### config.mk
export PLATFORM = sky130hd
export DESIGN_NAME = tbgs_mul
export DESIGN_NICKNAME = d
export VERILOG_FILES = /design/src/rtl/core/tbgs_pkg.sv /design/src/rtl/core/tbgs_mul.sv
export SDC_FILE = /design/constraint.sdc
export NUM_CORES = 2
export LEC_CHECK = 0
export BUFFER_PORTS_ARGS = -buffer_cell sky130_fd_sc_hd__buf_2
export CAP_MARGIN = 10
export CORE_MARGIN = 10
export CORE_UTILIZATION = 60
export CTS_BUF_LIST = sky130_fd_sc_hd__clkbuf_16
export DETAILED_ROUTE_END_ITERATION = 16
export PLACE_DENSITY = 0.76
export SYNTH_ARGS = -nofsm -noshare
export SYNTH_HDL_FRONTEND = slang
export SYNTH_SLANG_ARGS = --single-unit
### constraint.sdc
create_clock -name clk -period 12.86 [get_ports clk]
set_input_delay 2.572 -clock clk [delete_from_list [all_inputs] [get_ports clk]]
set_output_delay 2.572 -clock clk [all_outputs]
set_load 0.05 [all_outputs]
### src/rtl/core/tbgs_pkg.sv
// Package for the two-body gravity stepper: constants, register indexes,
// item opcodes, divide/root unit commands, item types and small helper functions. No dependencies.
package tbgs_pkg;

	localparam int FRAC_BITS = 16;
	localparam int WORD_W = 32;
	localparam int DT_W = 16;
	localparam int DIR_W = 18;
	localparam int CFG_IDX_W = 2;

	// configuration register indexes
	localparam logic [CFG_IDX_W-1:0] REG_CHILD_MASS = 2'd0;
	localparam logic [CFG_IDX_W-1:0] REG_PARENT_MASS = 2'd1;
	localparam logic [CFG_IDX_W-1:0] REG_GRAV_CONST = 2'd2;

	// item opcodes
	localparam logic OP_LOAD = 1'b0;
	localparam logic OP_STEP = 1'b1;
	localparam logic BODY_CHILD = 1'b0;
	localparam logic BODY_PARENT = 1'b1;

	// divider/root unit commands
	localparam logic [1:0] DU_DIV = 2'd0;
	localparam logic [1:0] DU_SQRT = 2'd1;

	// input item
	typedef struct packed {
		logic op;
		logic body;
		logic [WORD_W-1:0] load_x;
		logic [WORD_W-1:0] load_y;
		logic [WORD_W-1:0] load_vx;
		logic [WORD_W-1:0] load_vy;
		logic [DT_W-1:0] time_step;
	} body_item_t;

	// result item
	typedef struct packed {
		logic [WORD_W-1:0] child_x;
		logic [WORD_W-1:0] child_y;
		logic [WORD_W-1:0] child_vx;
		logic [WORD_W-1:0] child_vy;
		logic [WORD_W-1:0] parent_x;
		logic [WORD_W-1:0] parent_y;
		logic [WORD_W-1:0] parent_vx;
		logic [WORD_W-1:0] parent_vy;
		logic [DIR_W-1:0] dir_x;
		logic [DIR_W-1:0] dir_y;
		logic coincident;
	} body_state_t;

	typedef struct packed {
		logic [1:0] op;
		logic [65:0] num;
		logic [32:0] den;
	} du_req_t;

	// saturate a 34-bit signed sum to signed 32 bits
	function automatic logic [31:0] sat32(input logic signed [33:0] v);
		logic [31:0] r;
		if (v > 34'sd2147483647) r = 32'h7FFF_FFFF;
		else if (v < -34'sd2147483648) r = 32'h8000_0000;
		else r = v[31:0];
		return r;
	endfunction

	// saturate unsigned to 32 bits
	function automatic logic [31:0] usat32(input logic [65:0] v);
		return (|v[65:32]) ? 32'hFFFF_FFFF : v[31:0];
	endfunction

endpackage

### src/rtl/core/tbgs_mul.sv
// Shared 33x33 signed multiplier with a registered product.
// Depends on tbgs_pkg.
module tbgs_mul
	import tbgs_pkg::*;
(
	input logic clk,
	input logic [32:0] a,
	input logic [32:0] b,
	output logic [65:0] p_q
);
	// unsigned operands arrive with a zero top bit
	always_ff @(posedge clk) begin
		p_q <= $signed({{33{a[32]}}, a}) * $signed({{33{b[32]}}, b});
	end
endmodule
* Word level (Yosys, flattened, before mapping)
Index checks and enable logic that the tools add are counted.
Word-level totals: memories kept 0, register bits after elaboration 66, word-level logic and storage cells 2, ROM bits 0, RAM bits 0, bits of input ports 67, latch bits 0
Cells by class: divide/modulo/power cells 0, add/sub/neg operators 0, reduce and logical (&&, ||, !) cells 0, magnitude comparators 0, shift operators 0, $mul 1, multiplexer cells 0, equal/unequal tests 0, bitwise operators 0
Operators with widths (number):
- multiplier 33 x 33 -> 66 bit | 1

* Longest topological paths before layout
depth after elaboration 1, gate-level depth with buffers 27

* Worst setup path before layout
Ideal clock, no wire load.
path kind in2reg, start input a[32], end register p_q[62], path slack 3052 ps, stages 23, required time 12781 ps, data arrival time 9729 ps, buffers on the path 2, cells stage by stage clkbuf_1 -> nand2_1 -> inv_1 -> fa_1 -> fa_1 -> fa_1 -> fa_1 -> fa_1 -> fa_1 -> fa_1 -> inv_1 -> fa_1 -> inv_1 -> ha_1 -> clkbuf_1 -> and3_1 -> nand3_1 -> nand2b_1 -> a2111oi_4 -> a211oi_4 -> a21o_2 -> a21o_1 -> a211oi_2
Between the ends: word-level cells in the longest chain between the ends 1
RTL lines:
- start, declared | RTL line tbgs_mul.sv:7 | input logic [32:0] a,
- multiplier 33 x 33 -> 66 bit | RTL line tbgs_mul.sv:13 | p_q <= $signed({{33{a[32]}}, a}) * $signed({{33{b[32]}}, b});
- end signal, assigned | RTL line tbgs_mul.sv:13
- end, declared | RTL line tbgs_mul.sv:9 | output logic [65:0] p_q
No other way between the ends.

* Worst setup path in the final report
start input b[6], end register p_q[58]
Between the ends: word-level cells in the longest chain between the ends 1
RTL lines:
- start, declared | RTL line tbgs_mul.sv:8 | input logic [32:0] b,
- multiplier 33 x 33 -> 66 bit | RTL line tbgs_mul.sv:13
No other way between the ends.

==> results.md <==
- Status: finished clean
- Synth area leader: fa_1
- HPWL Detailed: around 89000 um
- CP arrival: 10.84 ns
- Post-synth cell types: 80
- Vias in the first global route: 32230
- Final Hold Viols: 0
- Final min period: 10.60 ns
- Max reg flops: 66
- # Post-CTS Setup Buffers: 0
- Rows: 95
- CTS sink count: 66
- Fmax: 0.09437 GHz
- Fill count: roughly 5600
- Hold WC Path Type: in -> reg
- Resized cells post-CTS: 0
- Ys Warns: 0
- Placed insts: 5140
- Initial core utilization: 60.55%
- Worst Setup SP: b[6]
- DRT Wirelength: 108000 um
- Ys async rst share: 0%
- Post-synth net total: 5767
- Max-slew violation count: 0
- Layout cells sized above 1: 4.716%
- Longest Clk Path Bufs: 2
- Predominant post-synthesis flop cell: dfxtp_1
- Post-route setup slack: 2.264 ns
- Post-Synthesis Cells: 4338
- Sequential-to-total area share from yosys stat: 3.244%
- GPL Wtd Cong: 0.9486
- CTS H-tree depth: 3
- Worst-Margin Slew: 1.077 ns
- Iteration-0 DRC count of the detailed router: 2217
- Synthesized area per cell: 9.390 sq um
- Core area: 67280 sq um
- First-pass GRT wire length: around 180000 um
- Number of remaining DRC errors: 0
- Initial antenna violation count: 5
- Most area-consuming cells after synthesis: fa_1 (56%), inv_1 (10%), and2_1 (8.6%), ha_1 (6.7%), nand2_1 (5.1%)
- Post-route clock period utilization: ~82%
- Fin cells: between 5000 and 6000
- Total GRT Usage: 29.01%
- Unrepaired setup endpoints after global routing: false
- IO buf count: 132
- Final ANT Viol Nets: 0
- Vias: 28960
- Critical Path End Type: flip-flop
- DP Worst Slack: ~1.9 ns
- TritonCTS clock tree: yes
- Worst-path clk slew: 0.08 ns
- CTS root buffer: clkbuf_16
- Largest registers: p_q x66
- Die Wd: 280.6 um
- P&R area growth vs syn: 3.391%
- EDFF count, synth: 0
- Most flop-heavy register: p_q
- CTS Buf Count: 9
- Die Span Y: roughly 280 um
- Worst setup path end: p_q[58]
- FF+latch count, synth: 66
- Global route overflow: 0
- Pre-antenna DRT Iters: 7
- I/O Pins: between 100 and 150
- Max-cap violations: 0
- Proportion of netlist area held by the largest area contributor: 56.27%
- Mapped cell area: 40730 sq um
- Startpoint types: input port
- Vias per inst: 5.615
- Hold buffer count at cts: 0
- Slew HR: 28.09%
- WP data required: between 10 and 15 ns
- Die area: 78710 sq um
- Final core occ: a little over three fifths
- Fin Setup TNS: 0 ns
- Avg WL per Cell: 20.95 um
- Largest net degree at the start of global routing: 34
- Finish-stage setup viols: 0
- Critical path peak fanout: 33
- Layout net count: 5707
- Setup CP Type: in -> reg
[cell type report]
class | instances | area [sq um] | share of cell area, %
Multi-Input combinational cell | 2920 | 34320 | 81.48
Clock inverter | 7 | 116.4 | 0.2763
Sequential cell | 66 | 1321 | 3.137
Clock buffer | 9 | 225.2 | 0.5348
Timing Repair Buffer | 150 | 795.8 | 1.889
Antenna cell | 1 | 2.502 | 0.005942
Inverter | 1131 | 4245 | 10.08
Tap cell | 873 | 1092 | 2.594
[Yosys cell counts, types with 3 or more instances]
cell,n
a211oi_2,3
and4_1,5
o21ai_1,6
o21bai_1,11
buf_2,11
xnor2_1,43
nand2b_1,12
inv_1,1131
ha_1,217
or2_2,3
clkbuf_1,208
a21oi_1,57
o31ai_4,3
o211ai_1,4
o21a_1,6
a211o_1,6
nand2_1,551
nand4_1,11
fa_1,1145
nor2b_1,5
a211oi_1,7
or3_1,3
a31oi_1,8
o21ai_0,25
and3_1,5
dfxtp_1,66
nor2_1,68
a21oi_2,3
a21o_1,36
and2_1,562
xor2_1,25
nand3_1,25
nor3_1,7
[layer usage]
metal  GRT usage [%]  wire (um)
met1           34.76      38380
met2           49.69      54930
met3           5.146       8149
met4           14.89       6560
met5               0         17
[logic make-up (layout without fill, tap and decap cells)]
logic type                 Yosys count  in the layout  share of synthesized area (%)
AOI/OAI and AO/OA                  219            219                          4.067
xor gates and xnor gates            68             68                          1.462
adders and majority gates         1362           1362                          62.94
buffers and inverters             1352           1297                          12.51
DFF                                 66             66                          3.244
other                                0              1                              0
and+or+nand+nor                   1271           1271                          15.78
[cells in the final DEF, fill, tap and decap left out, drive strengths merged, types with 5 or more instances in the layout]
master  instances
fa           1145
inv          1132
and2          563
nand2         551
ha            217
buf           150
nor2           68
dfxtp          66
a21oi          61
xnor2          43
a21o           38
o21ai          33
nand3          26
xor2           25
nand2b         12
nand4          12
o21bai         11
a211oi         11
clkbuf          9
a31oi           9
nor3            7
o31ai           7
o21a            6
a211o           6
and3            6
and4            5
nor2b           5
o211ai          5
[through the flow]
stage / area, sq um / hold WS, ns
finish: 42120 / 2.746
global route: 42120 / 2.768
CTS: 42110 / 2.739
detailed placement: 41770 / 3.043
global placement: 41770 / 3.042
floorplan: 40730 / 2.699
[worst min path at each step]
stage                          to  depth (start not counted)    start
after floorplan            p_q[0]                          1     a[0]
after global placement    p_q[17]                          1  p_q[17]
after detailed placement  p_q[17]                          1  p_q[17]
after CTS                  p_q[0]                          2     b[0]
after global routing       p_q[0]                          2     b[0]
final                      p_q[0]                          2     b[0]
[worst max-delay path, stage by stage]
cell	delay, ns
buf_2	0.58
nand2_1	0.26
inv_1	0.14
fa_1	0.46
fa_1	0.54
inv_1	0.14
fa_1	0.58
inv_1	0.07
fa_1	1.22
fa_1	0.59
fa_1	0.51
fa_1	0.51
inv_1	0.06
fa_1	0.49
inv_1	0.05
ha_1	0.39
and3_1	0.23
nand3_1	0.14
nand2b_1	0.22
nor2_1	0.10
a211oi_4	0.47
a21oi_2	0.15
nor4b_2	0.28
a311oi_1	0.07
Power is not shown: default switching activity piles up to over one toggle a cycle in this logic, so the estimate is an artifact.
