[src/rtl/core/tbgs_pkg.sv]
// Package for the two-body gravity stepper: constants, register indexes,
// item opcodes, divide/root unit commands, item types and small helper functions. No dependencies.
package tbgs_pkg;

	localparam int FRAC_BITS = 16;
	localparam int WORD_W = 32;
	localparam int DT_W = 16;
	localparam int DIR_W = 18;
	localparam int CFG_IDX_W = 2;

	// configuration register indexes
	localparam logic [CFG_IDX_W-1:0] REG_CHILD_MASS = 2'd0;
	localparam logic [CFG_IDX_W-1:0] REG_PARENT_MASS = 2'd1;
	localparam logic [CFG_IDX_W-1:0] REG_GRAV_CONST = 2'd2;

	// item opcodes
	localparam logic OP_LOAD = 1'b0;
	localparam logic OP_STEP = 1'b1;
	localparam logic BODY_CHILD = 1'b0;
	localparam logic BODY_PARENT = 1'b1;

	// divider/root unit commands
	localparam logic [1:0] DU_DIV = 2'd0;
	localparam logic [1:0] DU_SQRT = 2'd1;

	// input item
	typedef struct packed {
		logic op;
		logic body;
		logic [WORD_W-1:0] load_x;
		logic [WORD_W-1:0] load_y;
		logic [WORD_W-1:0] load_vx;
		logic [WORD_W-1:0] load_vy;
		logic [DT_W-1:0] time_step;
	} body_item_t;

	// result item
	typedef struct packed {
		logic [WORD_W-1:0] child_x;
		logic [WORD_W-1:0] child_y;
		logic [WORD_W-1:0] child_vx;
		logic [WORD_W-1:0] child_vy;
		logic [WORD_W-1:0] parent_x;
		logic [WORD_W-1:0] parent_y;
		logic [WORD_W-1:0] parent_vx;
		logic [WORD_W-1:0] parent_vy;
		logic [DIR_W-1:0] dir_x;
		logic [DIR_W-1:0] dir_y;
		logic coincident;
	} body_state_t;

	typedef struct packed {
		logic [1:0] op;
		logic [65:0] num;
		logic [32:0] den;
	} du_req_t;

	// saturate a 34-bit signed sum to signed 32 bits
	function automatic logic [31:0] sat32(input logic signed [33:0] v);
		logic [31:0] r;
		if (v > 34'sd2147483647) r = 32'h7FFF_FFFF;
		else if (v < -34'sd2147483648) r = 32'h8000_0000;
		else r = v[31:0];
		return r;
	endfunction

	// saturate unsigned to 32 bits
	function automatic logic [31:0] usat32(input logic [65:0] v);
		return (|v[65:32]) ? 32'hFFFF_FFFF : v[31:0];
	endfunction

endpackage

[src/rtl/core/tbgs_divsqrt.sv]
// Shared bit-serial unit: 66/33 restoring divide, or 66-bit integer root.
// One quotient or root bit per cycle. Depends on tbgs_pkg.
module tbgs_divsqrt
	import tbgs_pkg::*;
(
	input logic clk,
	input logic arst_n,
	input logic start,
	input du_req_t req,
	output logic done,
	output logic [65:0] result
);
	localparam logic [6:0] DIV_STEPS = 7'd66;
	localparam logic [6:0] SQRT_STEPS = 7'd33;

	logic busy_q;
	logic is_sqrt_q;
	logic [6:0] cnt_q;
	logic [65:0] num_q;
	logic [32:0] den_q;
	logic [67:0] rem_q;
	logic [65:0] quo_q;

	logic [67:0] rem_sh;
	logic [67:0] trial;
	logic ge;

	// one step of divide or root
	always_comb begin
		if (is_sqrt_q) begin
			rem_sh = {rem_q[65:0], num_q[65:64]};
			trial = {quo_q[65:0], 2'b01};
		end else begin
			rem_sh = {rem_q[66:0], num_q[65]};
			trial = {35'd0, den_q};
		end
		ge = rem_sh >= trial;
	end

	always_ff @(posedge clk or negedge arst_n) begin
		if (!arst_n) begin
			busy_q <= 1'b0;
			done <= 1'b0;
			cnt_q <= '0;
		end else begin
			done <= 1'b0;
			if (start && !busy_q) begin
				busy_q <= 1'b1;
				is_sqrt_q <= (req.op == DU_SQRT);
				cnt_q <= (req.op == DU_SQRT) ? SQRT_STEPS : DIV_STEPS;
				num_q <= req.num;
				den_q <= req.den;
				rem_q <= '0;
				quo_q <= '0;
			end else if (busy_q) begin
				rem_q <= ge ? rem_sh - trial : rem_sh;
				quo_q <= {quo_q[64:0], ge};
				num_q <= is_sqrt_q ? {num_q[63:0], 2'b00} : {num_q[64:0], 1'b0};
				cnt_q <= cnt_q - 7'd1;
				if (cnt_q == 7'd1) begin
					busy_q <= 1'b0;
					done <= 1'b1;
				end
			end
		end
	end

	assign result = quo_q;
endmodule

[config.mk]
export PLATFORM = sky130hd
export DESIGN_NAME = tbgs_divsqrt
export DESIGN_NICKNAME = d
export VERILOG_FILES = /design/src/rtl/core/tbgs_pkg.sv /design/src/rtl/core/tbgs_divsqrt.sv
export SDC_FILE = /design/constraint.sdc
export NUM_CORES = 1
export LEC_CHECK = 0
export ABC_CLOCK_PERIOD_IN_PS = 5850
export BUFFER_PORTS_ARGS = -buffer_cell sky130_fd_sc_hd__buf_2
export CAP_MARGIN = 15
export CORE_MARGIN = 10
export CORE_UTILIZATION = 34
export CTS_CLUSTER_SIZE = 8
export DETAILED_ROUTE_END_ITERATION = 8
export PLACE_DENSITY = 0.48
export RECOVER_POWER = 50
export SYNTH_ARGS = -nofsm -noshare
export SYNTH_HDL_FRONTEND = slang
export SYNTH_SLANG_ARGS = --single-unit
export TNS_END_PERCENT = 100
[constraint.sdc]
create_clock -name clk -period 5.85 [get_ports clk]
set_clock_uncertainty 0.15 [all_clocks]
set_input_delay 0.8775 -clock clk [delete_from_list [all_inputs] [get_ports clk]]
set_output_delay 0.8775 -clock clk [all_outputs]
set_load 0.1 [all_outputs]
## After elaboration in Yosys (flattened, before gate mapping)

Cells that the tools add are included.

| storage, ports and cells | value |
|---|---|
| input port bits | 104 |
| flip-flop bits (word level) | 243 |
| output and inout port bits | 67 |

| cells by class | value |
|---|---|
| reductions and logical operators | 5 |
| order comparisons | 1 |
| muxes and demuxes | 17 |
| equal/unequal tests | 2 |
| add/sub/neg operators | 2 |

Operators by type and width:

| operator | number |
|---|---|
| two-way mux 68 bit | 4 |
| two-way mux 66 bit | 4 |
| greater-or-equal comparator 68 bit | 1 |
| subtractor 68 bit | 1 |
| two-way mux 7 bit | 3 |
| == test 7 x 1 -> 1 bit (second input constant) | 1 |
| subtractor 7 x 1 -> 7 bit (second input constant) | 1 |
| two-way mux 1 bit | 6 |
| AND reduction 2 bit | 2 |
| == test 2 x 1 -> 1 bit (second input constant) | 1 |
| nonzero test 2 bit | 1 |
| logical AND 1 bit | 1 |
| zero test 1 bit | 1 |

## Logic depth before layout (Yosys ltp)

Gate-level depths: netlist (run 1).

| depth | value |
|---|---|
| depth after elaboration | 4 |
| gate-level depth with buffers | 19 |

## Least setup slack after synthesis (run 1)

Ideal clock, no wire load.

| timing | value |
|---|---|
| kind | register to register |
| start point | reg is_sqrt_q |
| end point | reg rem_q[33], data pin |
| data arrival time | 4.620 ns |
| path buffers | 6 |
| period minus slack after synthesis | 5.026 ns |
| library setup time | 0.256 ns |
| stages on the path, launching flop included | 17 |
| path slack | 0.824 ns |
| cells stage by stage | edfxtp_1 > clkbuf_1 > clkbuf_1 > buf_1 > buf_1 > mux2i_1 > ha_1 > buf_2 > nand4_1 > or3_1 > or4_1 > o221ai_2 > nand2_2 > a21oi_4 > buf_6 > mux2_1 > a22o_1 |

| between the ends | value |
|---|---|
| cells in the longest elaborated chain, start to end | 4 |
| elaborated cells between the ends (all ways) | 6 |
| classes of those cells | add/sub (1); order compare (1); mux (4) |

Ends and longest elaborated chain:

| what | RTL line | source |
|---|---|---|
| start: declaration | tbgs_divsqrt.sv:17 | `logic is_sqrt_q;` |
| start signal: assignment | tbgs_divsqrt.sv:49 | `is_sqrt_q <= (req.op == DU_SQRT);` |
| two-way mux 68 bit | tbgs_divsqrt.sv:30 | `if (is_sqrt_q) begin` |
| subtractor 68 bit or greater-or-equal comparator 68 bit (tied branches) | tbgs_divsqrt.sv:56, tbgs_divsqrt.sv:37 |  |
| two-way mux 68 bit (*) | tbgs_divsqrt.sv:56 | `rem_q <= ge ? rem_sh - trial : rem_sh;` |
| two-way mux 68 bit (*) | tbgs_divsqrt.sv:55 | `end else if (busy_q) begin` |
| end signal: assignment | tbgs_divsqrt.sv:56 |  |
| end: declaration | tbgs_divsqrt.sv:21 | `logic [67:0] rem_q;` |

Mark *: on every way between the ends. The rest lies on a longest branch, timed or not.
A chain may end at the register's enable or synchronous reset.

## Worst setup path in the final report (run 1)

| timing | value |
|---|---|
| start point | reg is_sqrt_q |
| end point | reg rem_q[4], data pin |

The elaborated chain is that of the path after synthesis.

==> impl_summary.log, run 1 <==
[metrics] synthesis-stage register bit count: 242
[metrics] final core occ: 39.6%
[metrics] die width: 238 um
[metrics] number of nets in the synthesized netlist: 1771
[metrics] gate count of the mapped netlist: 1596
[metrics] status: finished, violations left
[metrics] min-delay worst type: reg2reg
[metrics] maximum number of pins on one net before global-route repair: 73
[metrics] unrepaired setup endpoints after global routing: false
[metrics] diode insertion count for antenna repair: 0
[metrics] Detailed Routing Iterations Pass 1: 5
[metrics] initial core utilization: 34.5%
[metrics] Avg Inst Size Synth: 10.1 sq um
[metrics] area of the core: 0.0469 sq mm
[metrics] GR Util All Layers: 15.5%
[metrics] final total negative setup slack: 0 ns
[metrics] H-Tree Depth: 2
[metrics] YS warnings: 0
[metrics] violated checks: capacitance limit, slew limit
[metrics] num rows: 79
[metrics] most used cells in the layout excluding fill and tap cells: 233 x edfxtp_1, 205 x nand2_1, 142 x buf_2, 127 x o21ai_0, 119 x mux2i_1
[metrics] worst IR drop on VDD: 0.340 mV
[metrics] number of buffers inserted to repair setup after CTS: 0
[metrics] post-synthesis cell area: 0.0162 sq mm
[metrics] Period minus WS final: 5.12 ns
[metrics] leading cell types by total area after synthesis: edfxtp_1 43%, mux2i_1 7.4%, ha_1 5.4%, nand2_1 4.8%, a22o_1 4.7%
[metrics] start-to-end type of the worst setup path: reg2reg
[metrics] DR DRC count: 0
[metrics] WP data arrival: 5.21 ns
[metrics] dpl hpwl: 32.2 mm
[metrics] global-route wire length before repair: 72.0 mm
[metrics] Max Fclk: 195 MHz
[metrics] gr ovfl total: 0
[metrics] Final Routed Wirelength: 45.6 mm
[metrics] clock root buffer master: clkbuf_16
[metrics] Via density: 5.42
[metrics] transition time at the pin with the least slew margin: 2.20 ns
[metrics] Cell Count, Final, Fillers Out: 2345
[metrics] fraction of the yosys area taken by sequential cells: 44.6%
[metrics] most common flop cell mapped by yosys: edfxtp_1
[metrics] final hold vios: 0
[metrics] normalized max-slew margin: -46.9%
[metrics] most common cell after layout, fill and taps aside: edfxtp_1
[metrics] top layer in use: met4
[metrics] CP Launch Type: register
[metrics] met2 wire len: 21.5 mm
[metrics] Worst R2R Start: is_sqrt_q
[metrics] max-slew violation total from the final report: 254
[metrics] number of gates resized after cts: 0
[metrics] number of buffers created by CTS: 36
[metrics] total vias in the final route: 12700
[metrics] proportion of layout cells with a drive suffix above 1: 16.5%
[metrics] area grow syn2layout: 14.7%
[metrics] final period utilization: 87.6%
[metrics] power density of the placed cells: 649 mW/mm^2
[metrics] number of synthesized flops with an enable pin: 233
[metrics] initial drt markers: 797
[metrics] Inst Count DP: 2292
[metrics] post-CTS clock slew at the launch and capture registers of the worst setup and hold paths: 0.05 ns
[metrics] TritonCTS clock tree: built
[metrics] ports placed on the boundary: 171
[metrics] Post-synth ARST share: 3.72%
[metrics] WL per Instance: 19.4 um
[metrics] antenna-violating nets left: 0
[metrics] gp weighted congestion: 0.877
[metrics] count of input and output buffers: 170
[metrics] WL met3: 1.93 mm
[metrics] via count of the first global-routing pass: 13000
[metrics] maximum fanout encountered on the critical timing path: 63
[metrics] post-synthesis cell type count: 69
[metrics] antenna violations before repair: 0
[metrics] Leak Pwr: 7.24 nW
[metrics] start point of the critical path: is_sqrt_q
[metrics] height of the die: 238 um
[metrics] cell type with the highest aggregate area in the netlist: edfxtp_1
[metrics] maximum buffer depth of the clock tree: 3
[metrics] # setup viols final: 0
[metrics] Critical Path End Type: register
[metrics] startpoint of the tightest hold check path: cnt_q[5]
[metrics] Worst-Skew Late Latency: 0.55 ns
[metrics] clock tree sinks: 242
[metrics] maxcap violations: 5
[metrics] fraction of post-synthesis cell area in the top cell type by area: 43.2%
[metrics] floorplan die area: 0.0567 sq mm
[metrics] final worst hold slack: 0.349 ns
[metrics] data required time of the worst path: 5.93 ns
[metrics] Hold Buf Count CTS: 0
[metrics] number of nets in the final layout: 1899
[metrics] routed length on met1: 21.3 mm
## cell type report
type | instances | area, sq um
fillers | 4760 | 28300
inverters | 26 | 97.6
clock buffers | 51 | 1000
multi-input cells | 1220 | 8420
flip-flops and latches | 242 | 7220
clock inverters | 1 | 16.3
repair buffers | 198 | 1050
well taps | 607 | 759
## worst max-delay path, cell delays in order, from the launching register on
cell and delay [ns]:
edfxtp_1 0.46, buf_12 0.33, mux2_2 0.40, ha_1 0.44, nand4_1 0.18, or3_1 0.44, or4_1 0.51, nor4_1 0.48
nor2_1 0.15, a21oi_4 0.38, buf_12 0.31, buf_4 0.27, mux2i_1 0.21, o21ai_1 0.07
## through the flow
stage	power [mW]	setup slack, ns	cell area (sq um)
3_3_place_gp	10.1	0.814	17600
5_1_grt	13.0	0.514	18600
3_5_place_dp	10.1	0.745	17600
6_report	12.0	0.725	18600
2_1_floorplan	8.56	0.824	16200
4_1_cts	12.2	0.725	18600
## synth_stat cells, drive strengths merged (3+ instances only)
library cell / n
nor4: 6
o21ai: 158
buf: 32
a221oi: 4
mux2: 67
o41ai: 4
o221ai: 3
a211oi: 16
a221o: 6
a22o: 87
or2: 4
inv: 26
and3: 10
xor2: 29
a21o: 37
nand2b: 6
nor2: 92
nor2b: 15
o21a: 5
dfrtp: 9
a22oi: 4
o31ai: 6
xnor2: 33
a21oi: 106
or3: 8
or4: 4
o21bai: 21
nand4: 25
edfxtp: 233
nor3: 11
ha: 70
nand2: 207
a2111oi: 3
clkbuf: 76
mux2i: 119
a21boi: 3
o211ai: 7
nand3: 10
a31oi: 10
## power breakdown
part	switching (mW)	total (mW)	internal [mW]
combinational	4.21	6.87	2.65
sequential	0.444	3.23	2.78
clock	0.782	1.95	1.17
total	5.44	12.0	6.61
## path summary, 6_finish.rpt
path | endpoint | slack (ns) | cells after the start
min | cnt_q[5] | 0.35 | 2
max reg2reg | rem_q[4] | 0.73 | 13
max | rem_q[4] | 0.73 | 13
min in group asynchronous | cnt_q[5] | 0.68 | 1
max in group asynchronous | done | 3.24 | 2
min reg2reg | cnt_q[5] | 0.35 | 2
## layer usage
metal | global-route usage, % | vias up
li1 | - | 6282
met1 | 20.5 | 6134
met2 | 25.6 | 242
met3 | 3.04 | 52
met4 | 4.02 | 0
met5 | 0 | -
## sequential cells by signal, summed over array words and instances (netlist names)
register,cells
rem_q,67
result,66
busy_q,1
num_q,66
is_sqrt_q,1
done,1
cnt_q,7
den_q,33
## logic make-up after synthesis
logic type / share of synthesized area, %
AO/OA/AOI/OAI: 20.2
XOR/XNOR: 3.35
adder cells (fa/ha/maj): 5.53
buffers and inverters: 3.44
flip-flops: 44.6
multiplexers: 12.0
AND/OR/NAND/NOR: 10.9
(Power assumes the default switching activity.)
==> run 2: changes to the inputs <==
- ABC_CLOCK_PERIOD_IN_PS: 5850 -> 5400
- CTS_BUF_LIST: default -> sky130_fd_sc_hd__clkbuf_4
- clock period: 5.85 -> 5.4 ns (I/O delays scaled with it)
==> impl_summary.log, run 2 (synthesis results as in run 1) <==
[metrics] proportion of layout cells with a drive suffix above 1: 21.1% (+4.6 points)
[metrics] area grow syn2layout: 17.9%
[metrics] maxcap violations: 7 (+2)
[metrics] area of the core: 0.0469 sq mm (unchanged)
[metrics] violated checks: capacitance limit, slew limit
[metrics] WP data arrival: 5.33 ns (+0.12 ns)
[metrics] total vias in the final route: 13100 (+3.0%)
[metrics] floorplan die area: 0.0567 sq mm (unchanged)
[metrics] initial drt markers: 786 (-1.4%)
[metrics] antenna-violating nets left: 0 (unchanged)
[metrics] Leak Pwr: 7.61 nW (+5.1%)
[metrics] start-to-end type of the worst setup path: reg2reg
[metrics] power density of the placed cells: 677 mW/mm^2 (+4.3%)
[metrics] number of buffers inserted to repair setup after CTS: 0 (unchanged)
[metrics] initial core utilization: 34.5% (unchanged)
[metrics] transition time at the pin with the least slew margin: 2.97 ns (+0.764 ns)
[metrics] ports placed on the boundary: 171 (unchanged)
[metrics] dpl hpwl: 31.8 mm (-1.2%)
[metrics] Max Fclk: 201 MHz (+2.8%)
[metrics] most used cells in the layout excluding fill and tap cells: 233 x edfxtp_1, 205 x nand2_1, 168 x buf_2, 127 x o21ai_0, 119 x mux2i_1
[metrics] Via density: 5.27 (-2.8%)
[metrics] count of input and output buffers: 170 (unchanged)
[metrics] die width: 238 um (unchanged)
[metrics] Final Routed Wirelength: 45.5 mm (-0.17%)
[metrics] status: finished, violations left
[metrics] clock root buffer master: clkbuf_4
[metrics] data required time of the worst path: 5.75 ns (-0.18 ns)
[metrics] maximum number of pins on one net before global-route repair: 84 (+15%)
[metrics] final period utilization: 92.3% (+4.7 points)
[metrics] number of gates resized after cts: 0 (unchanged)
[metrics] largest reg by FF count: rem_q
[metrics] min-delay worst type: in2reg
[metrics] max-slew violation total from the final report: 374 (+47%)
[metrics] TritonCTS clock tree: built
[metrics] number of buffers created by CTS: 75 (+110%)
[metrics] number of nets in the final layout: 1998 (+5.2%)
[metrics] CP Launch Type: register
[metrics] final total negative setup slack: 0 ns (unchanged)
[metrics] total power: 12.9 mW (+7.2%)
[metrics] gp weighted congestion: 0.866 (-1.2%)
[metrics] worst IR drop on VDD: 0.351 mV (+3.3%)
[metrics] H-Tree Depth: 3 (+1)
[metrics] unrepaired setup endpoints after global routing: false
[metrics] maximum fanout encountered on the critical timing path: 42 (-33%)
[metrics] GR Util All Layers: 16.0% (+0.45 points)
[metrics] global-route wire length before repair: 74.1 mm (+2.9%)
[metrics] flip-flop count of the largest register after layout: 67 (unchanged)
[metrics] gr ovfl total: 0 (unchanged)
[metrics] num rows: 79 (unchanged)
[metrics] Worst-Skew Late Latency: 0.85 ns (+0.30 ns)
[metrics] WL per Instance: 18.3 um (-5.8%)
[metrics] height of the die: 238 um (unchanged)
[metrics] # setup viols final: 0 (unchanged)
[metrics] final hold vios: 0 (unchanged)
[metrics] most common cell after layout, fill and taps aside: edfxtp_1
[metrics] Critical Path End Type: register
[metrics] normalized max-slew margin: -97.8% (-51 points)
[metrics] antenna violations before repair: 5 (+5)
[metrics] post-CTS clock slew at the launch and capture registers of the worst setup and hold paths: 0.07 ns (+0.02 ns)
[metrics] clock tree sinks: 242 (unchanged)
[metrics] via count of the first global-routing pass: 13900 (+6.7%)
[metrics] maximum buffer depth of the clock tree: 3 (unchanged)
[metrics] DR DRC count: 0 (unchanged)
[metrics] Detailed Routing Iterations Pass 1: 5 (unchanged)
[metrics] Period minus WS final: 4.98 ns (-0.140 ns)
run 2: changes by cell type in the layout (fill, tap and decap cells not counted), sizes merged:
cell         change
diode            +3
clkinv          +19
clkbuf          +30
inv              +1
buf             +37
dlygate4sd3     +45
clkinvlp         +4
bufinv           +1
run 2: what timing repair did:
action / in CTS / in global routing
hold buffers: 45 / 0
setup endpoints to repair: 0 / 0
hold endpoints to repair: 45 / 0
run 2: worst paths after layout:
kind | startpoint | end | slack (ns) | cells past startpoint
max in group asynchronous | arst_n | done | 1.37 | 2
min | req[34] | num_q[1] | 0.11 | 3
max | is_sqrt_q | rem_q[23] | 0.42 | 15
max reg2reg | is_sqrt_q | rem_q[23] | 0.42 | 15
min in group asynchronous | arst_n | cnt_q[3] | 2.01 | 2
min reg2reg | cnt_q[5] | cnt_q[5] | 0.35 | 2
run 2: through the flow:
stage                     util, %  area (sq um)  instances  worst slack, ns  hold WS (ns)
after floorplan                 -         16200       1596            0.374         0.314
after global placement       37.9         17800       2308            0.428         0.339
after detailed placement     37.9         17800       2308            0.367         0.335
after CTS                    40.8         19100       2482            0.318    0.00000944
after global routing         40.7         19100       2485           0.0359        0.0507
final                        40.7         19100       2485            0.416         0.114
run 2: routing by layer:
metal	global-route usage (%)	vias to the layer above	part of all wire (%)	wire, um
met4	5.03	4	1.8	800
met3	3.83	63	4.4	1990
met2	26.0	238	47	21300
li1	-	6537	-	-
met5	0	-	0.057	26
met1	20.6	6254	47	21400
run 2: area by class of cell:
type | count | area (sq um)
Antenna cell | 3 | 7.51
Clock buffer | 103 | 773
Clock inverter | 26 | 151
Fill cell | 4744 | 27800
Inverter | 26 | 97.6
Multi-Input combinational cell | 1220 | 8410
Sequential cell | 242 | 7220
Tap cell | 607 | 759
Timing Repair Buffer | 258 | 1660
run 2: critical path, cell delays in order (launching register included):
cell and delay [ns]:
edfxtp_1 0.46, buf_12 0.28, buf_4 0.34, mux2i_1 0.31, ha_1 0.31, nand4_1 0.14
or3_1 0.41, or4_1 0.51, nor4_1 0.58, buf_4 0.21, nor2_1 0.05, a21oi_4 0.19
buf_4 0.17, buf_12 0.21, mux2i_1 0.23, o21ai_1 0.07
run 2: where the power goes:
part	switching [mW]	internal, mW	total, mW	leakage (nW)
Combinational	4.60	3.04	7.64	4.70
Clock	0.881	0.933	1.81	0.532
Sequential	0.445	3.01	3.46	2.37
Total	5.92	6.99	12.9	7.61
